===== src/tplp_pkg.sv =====
`timescale 1ns / 1ps
// ---------------------------------------------------------------------------
// tplp_pkg
// Shared types, constants and the rounding helper of the lowpass cascade.
// ---------------------------------------------------------------------------
package tplp_pkg;

    // Block defaults.
    localparam int STAGES_DEF      = 3;
    localparam int SAMPLE_BITS_DEF = 24;

    // Fixed widths of the internal number formats.
    localparam int STATE_W = 32;
    localparam int COEF_W  = 16;
    localparam int CFG_IDX_W = 8;

    // DC estimate decay of 0.995 in Q0.16 and its complement.
    localparam int DC_KEEP = 65208;
    localparam int DC_TAKE = 65536 - DC_KEEP;

    // Register indexes and reset values.
    localparam logic [CFG_IDX_W-1:0] REG_FEED_GAIN = CFG_IDX_W'(0);
    localparam logic [CFG_IDX_W-1:0] REG_POLE_GAIN = CFG_IDX_W'(1);
    localparam logic [COEF_W-1:0]    FEED_GAIN_RST = COEF_W'(4365);
    localparam logic [COEF_W-1:0]    POLE_GAIN_RST = COEF_W'(56806);

    // Coefficients handed to every cell.
    typedef struct packed {
        logic [COEF_W-1:0] feed;   // b0
        logic [COEF_W:0]   fb;     // b0 + a1
    } tplp_coef_t;

    // One item moving from cell to cell.
    typedef struct packed {
        logic                       valid;
        logic signed [STATE_W-1:0]  x;
    } tplp_link_t;

    // Round half up after dropping 16 fraction bits, then clamp to 32 bits.
    function automatic logic signed [STATE_W-1:0] round_sat16(input logic signed [51:0] v);
        logic signed [51:0] sh;
        logic signed [51:0] hi;
        logic signed [51:0] lo;
        sh = (v + 52'sd32768) >>> 16;
        hi = 52'sd2147483647;
        lo = -52'sd2147483648;
        if (sh > hi) begin
            round_sat16 = 32'sh7FFF_FFFF;
        end else if (sh < lo) begin
            round_sat16 = 32'sh8000_0000;
        end else begin
            round_sat16 = sh[STATE_W-1:0];
        end
    endfunction

endpackage


===== src/tplp_cell.sv =====
`timescale 1ns / 1ps
// ---------------------------------------------------------------------------
// tplp_cell
// One lowpass stage with its own DC blocker, with a products register and a sum register.
// ---------------------------------------------------------------------------
module tplp_cell
    import tplp_pkg::*;
(
    input  logic       aclk,
    input  logic       aresetn,
    input  tplp_coef_t coef,
    input  tplp_link_t link_in,
    output tplp_link_t link_out
);

    logic signed [STATE_W-1:0] dc_reg, dc_next;
    logic signed [STATE_W-1:0] prev_reg, prev_next;

    logic                      mid_valid_reg;
    logic signed [49:0]        p_feed_reg, p_fb_reg, p_keep_reg, p_take_reg;

    logic                      out_valid_reg;
    logic signed [STATE_W-1:0] out_x_reg;

    logic signed [16:0]        feed_s;
    logic signed [17:0]        fb_s;
    logic signed [STATE_W:0]   ac;
    logic signed [49:0]        prod_feed, prod_fb, prod_keep, prod_take;
    logic signed [51:0]        acc_sum, dc_sum;

    // Products register: the four products of this item.
    assign feed_s    = signed'({1'b0, coef.feed});
    assign fb_s      = signed'({1'b0, coef.fb});
    assign ac        = (STATE_W+1)'(link_in.x) - (STATE_W+1)'(dc_reg);
    assign prod_feed = feed_s * ac;
    assign prod_fb   = fb_s * prev_reg;
    assign prod_keep = dc_reg * 18'(DC_KEEP);
    assign prod_take = link_in.x * 18'(DC_TAKE);

    always_ff @(posedge aclk) begin
        if (!aresetn) begin
            mid_valid_reg <= 1'b0;
        end else begin
            mid_valid_reg <= link_in.valid;
        end
        if (link_in.valid) begin
            p_feed_reg <= prod_feed;
            p_fb_reg   <= prod_fb;
            p_keep_reg <= prod_keep;
            p_take_reg <= prod_take;
        end
    end

    // Sum register: sums, rounding and the state update.
    assign acc_sum   = 52'(p_feed_reg) + 52'(p_fb_reg);
    assign dc_sum    = 52'(p_keep_reg) + 52'(p_take_reg);
    assign prev_next = round_sat16(acc_sum);
    assign dc_next   = round_sat16(dc_sum);

    always_ff @(posedge aclk) begin
        if (!aresetn) begin
            dc_reg        <= '0;
            prev_reg      <= '0;
            out_valid_reg <= 1'b0;
        end else begin
            out_valid_reg <= mid_valid_reg;
            if (mid_valid_reg) begin
                dc_reg   <= dc_next;
                prev_reg <= prev_next;
            end
        end
        if (mid_valid_reg) begin
            out_x_reg <= prev_next;
        end
    end

    assign link_out.valid = out_valid_reg;
    assign link_out.x     = out_x_reg;

endmodule


===== config.mk =====
export PLATFORM = sky130hd
export DESIGN_NAME = tplp_cell
export DESIGN_NICKNAME = d
export VERILOG_FILES = /design/src/tplp_pkg.sv /design/src/tplp_cell.sv
export SDC_FILE = /design/constraint.sdc
export NUM_CORES = 2
export LEC_CHECK = 0
export ABC_AREA = 1
export BUFFER_PORTS_ARGS = -buffer_cell sky130_fd_sc_hd__buf_2
export CORE_MARGIN = 4
export CORE_UTILIZATION = 70
export CTS_CLUSTER_DIAMETER = 80
export DETAILED_ROUTE_END_ITERATION = 10
export PLACE_DENSITY = 0.94
export SETUP_SLACK_MARGIN = 0.02
export SYNTH_ARGS = -nofsm -noshare
export SYNTH_HDL_FRONTEND = slang
export SYNTH_SLANG_ARGS = --single-unit
export TNS_END_PERCENT = 10

===== constraint.sdc =====
create_clock -name aclk -period 26.4 [get_ports aclk]
set_input_delay 5.28 -clock aclk [delete_from_list [all_inputs] [get_ports aclk]]
set_output_delay 5.28 -clock aclk [all_outputs]
set_load 0.02 [all_outputs]

Yosys cells after proc, flatten, opt, wreduce, memory -nomap -nowiden
Cells that the tools add are included.

Input bits: 68. Output and inout port bits: 33. Bits in registers: 283. Word-level logic and storage cells: 26.

Multiplexer cells: 4. Magnitude comparators: 4. $mul: 4. Add/sub/neg operators: 5.

Operators with widths (number): 32-bit 2-to-1 mux (4); 51-bit by 17-bit adder with 52-bit output (second input constant) (1); 50-bit by 17-bit adder with 51-bit output (second input constant) (1); 50-bit by 50-bit adder with 51-bit output (1); 49-bit by 42-bit adder with 50-bit output (1); 17-bit by 33-bit multiplier with 50-bit output (1); 18-bit by 32-bit multiplier with 50-bit output (1); 32-bit by 14-bit multiplier with 46-bit output (second input constant) (1); 32-bit by 7-bit multiplier with 39-bit output (second input constant) (1); 36-bit by 32-bit > comparator with 1-bit output (second input constant) (1); 36-bit by 32-bit < comparator with 1-bit output (second input constant) (1); 35-bit by 32-bit > comparator with 1-bit output (second input constant) (1); 35-bit by 32-bit < comparator with 1-bit output (second input constant) (1); 32-bit by 32-bit subtractor with 33-bit output (1).

Depth between registers and ports, before layout
Word-level depth: 5. Depth in mapped cells: 41. Depth with buffers taken out: 40.

Worst setup path after synthesis
OpenSTA, ideal clock, no wires.

Path type: input to register. Start point: input port link_in[0] (netlist bit). End point: register p_feed_reg[42] (data pin). Stages on the path: 35. Library setup time: 0.265 ns. Path buffers: 0. Path slack: 14.133 ns. Arrival time: 12.003 ns. Data required time: 26.135 ns. Cells stage by stage: inv_1 -> ha_1 -> fa_1 -> inv_1 -> nand3_1 -> nand2_1 -> nand2_1 -> nand2_1 -> a21oi_2 -> o21ai_2 -> nand2_1 -> nand2_2 -> nand4_1 -> nand2_1 -> nand2_1 -> nand2_2 -> nor2_1 -> fa_1 -> inv_1 -> fa_1 -> inv_1 -> fa_1 -> fa_1 -> fa_1 -> inv_1 -> fa_1 -> inv_1 -> ha_1 -> nand2_1 -> nor2_1 -> inv_1 -> nor4_1 -> nand3_1 -> o211ai_1 -> xor2_1.

Word-level cells in the longest chain between the ends: 2.

RTL lines: start: declaration (RTL line tplp_cell.sv:12) `input tplp_link_t link_in,`; 32-bit by 32-bit subtractor with 33-bit output (RTL line tplp_cell.sv:34) `assign ac = (STATE_W+1)'(link_in.x) - (STATE_W+1)'(dc_reg);`; 17-bit by 33-bit multiplier with 50-bit output (RTL line tplp_cell.sv:35) `assign prod_feed = feed_s * ac;`; net prod_feed[42] (RTL line tplp_cell.sv:28) `logic signed [49:0] prod_feed, prod_fb, prod_keep, prod_take;`; end signal: assignment (RTL line tplp_cell.sv:47) `p_feed_reg <= prod_feed;`; end: declaration (RTL line tplp_cell.sv:20) `logic signed [49:0] p_feed_reg, p_fb_reg, p_keep_reg, p_take_reg;`.

The timed path passes the listed nets, and every way through them passes these cells. A chain may end at the register's enable or synchronous reset.

Final worst setup path
Same ends and word-level chain as after synthesis.

==> impl_metrics.ini <==
[outcome]
status = finished clean

[grt]
grt_pass1_wl_um = 336000
overflow = 0
grt_pass1_vias = 63900
grt_max_degree = 96
grt_util_all_layers = 0.400
antenna_found_initial = 10

[clock_tree]
cts.reportedPaths.clkPinSlew_ns = 0.07
clkLatencyLatePin_ns = 0.59
cts_buffers = 28
cts_resized = 0
cts_max_level = 1
cts_tree = built
post-cts-setup-buffers = 0
hold_buffers = 0
cts_sinks = 283
root_buffer = clkbuf_16
clockBufferDepth = 3

[worst_hold_path]
hold_end = prev_reg[26]
hold_path.class = register to register
min_from = prev_reg[26]
hold_depth = 2

[sta]
drv_slew = 0
setup_ws_ns = 13.36
finalSetupViolations = 0
skew_ns = 0.0149
fmax_ghz = 0.0767
tightestPinTransition_ns = 1.34
whs_ns = 0.499
hold_viol = 0
fin_setup_tns_ns = 0
rsz0062_at_grt = false
fin_crit_ns = 13.04
max_slew_margin = 0.103
period_share = 0.494

[drt]
viasPerCell = 5.90
vias = 59100
detail-route-antenna-nets = 0
drt_pass1_iterations = 6
drtIter0Drc = 5786
routedWlPerCell_um = 21.0
wirelength_um = 210000
drcViolationCount = 0

[critical_path]
crit_required_ns = 26.74
end_kind = register
worstPathArrival_ns = 13.37
critPathMaxFanout = 9
path_delay_family = adder cells
rr_worst_depth = 26
r2r-start = dc_reg[31]
worst_setup_path_start_kind = input port
r2r-end = p_feed_reg[42]
critical_path_buf_inv_count = 8
r2r_slack_ns = 17.03
path_class = input port to register
cp.depth = 36
cp_slowest_cell = fa_1
critPathMaxStageDelay_ns = 0.74

[floorplanning]
io_pins = 101
die-area_um2 = 107000
chipWidth_um = 327
rows = 116
coreArea_um2 = 101000
die_y_um = 327
start_util = 0.708

[cells_and_area]
drive_above_1_share = 0.0397
num-nets-final = 10700
stdcell_area_um2 = 73600
final_common_cell = inv_1
final_cell_mix = inv_1 (2361), nand2_1 (1693), fa_1 (1339)
fillers = 7248
area_growth_pct = 3.38

[placement]
place_area_um2 = 72700
pre_cts_ws_ns = 12.78
place_congestion = 1.02
portBuffers = 100
dpl.hpwl_um = 174000

[synthesis]
synthFlopType = edfxtp_1
syn_nets = 10800
synth_cells = 8702
yosysWarnings = 0
yosysSeqAreaShare = 0.110
avgSynthCellArea_um2 = 8.19
syn_area_um2 = 71200
ys_seq_elements = 283
synth-async-reset-ratio = 0
synth.distinct_cells = 60
synth_edf_count = 217

[job]
drv_cap = 0
==> through the flow <==
| stage | utilization | instances |
|---|---|---|
| finish | 0.732 | 10000 |
| global route | 0.732 | 10000 |
| CTS | 0.732 | 10000 |
| floorplan | - | 8702 |
| global placement | 0.723 | 9968 |
| detailed placement | 0.723 | 9968 |
==> area by class of cell <==
type                            instances  area [um2]  area share
Multi-Input combinational cell       5822       53500       0.727
Tap cell                             1357        1700      0.0231
Clock inverter                         14         168     0.00228
Clock buffer                           36         752      0.0102
Sequential cell                       283        7840       0.106
Inverter                             2375        8910       0.121
Timing Repair Buffer                  131         739      0.0100
Antenna cell                            6        15.0    0.000204
==> tightest hold or removal path, delay by kind of cell (launching register included) <==
family | cells | cell delay [ns]
flops | 1 | 0.32
simple gates | 2 | 0.13
==> cell usage after synthesis, types with 32 or more instances <==
library cell / number / area share
inv_1: 2361 / 0.12
nand2_1: 1693 / 0.089
fa_1: 1339 / 0.38
ha_1: 697 / 0.12
nor2_1: 554 / 0.029
a21oi_1: 396 / 0.028
o21ai_0: 220 / 0.015
edfxtp_1: 217 / 0.091
nand3_1: 208 / 0.015
clkbuf_1: 189 / 0.010
xor2_1: 142 / 0.017
xnor2_1: 103 / 0.013
dfxtp_1: 66 / 0.019
a31oi_1: 52 / 0.0046
or2_2: 48 / 0.0042
nand2_2: 45 / 0.0040
nor3_1: 43 / 0.0030
o21bai_1: 39 / 0.0041
nand4_1: 38 / 0.0033
a21oi_2: 32 / 0.0039
==> how the worst max path moves through the flow <==
stage	from	end	slack, ns
after CTS	link_in[0]	p_feed_reg[42]	13.39
final	link_in[0]	p_feed_reg[42]	13.36
after global routing	link_in[0]	p_feed_reg[42]	12.69
after floorplan	link_in[0]	p_feed_reg[42]	14.13
after global placement	link_in[0]	p_feed_reg[42]	12.97
after detailed placement	link_in[0]	p_feed_reg[42]	12.78
==> kinds of logic after synthesis <==
group | after synthesis | synth area share
DFF | 283 | 0.110
adders and majority gates | 2036 | 0.499
and+or+nand+nor | 2692 | 0.154
xor gates and xnor gates | 246 | 0.0304
buffers and inverters | 2597 | 0.139
AOI/OAI and AO/OA | 848 | 0.0677
==> metal layers <==
| layer | share of wire | global-route usage | up-vias |
|---|---|---|---|
| li1 | - | - | 25800 |
| met1 | 0.36 | 0.503 | 28500 |
| met2 | 0.45 | 0.639 | 3813 |
| met3 | 0.12 | 0.0989 | 1000 |
| met4 | 0.068 | 0.225 | 8 |
| met5 | 0.00023 | 0 | - |
Power is left out: the tool's default activity adds up to more than one toggle a clock period on the data nets, which glitch-free logic cannot reach.
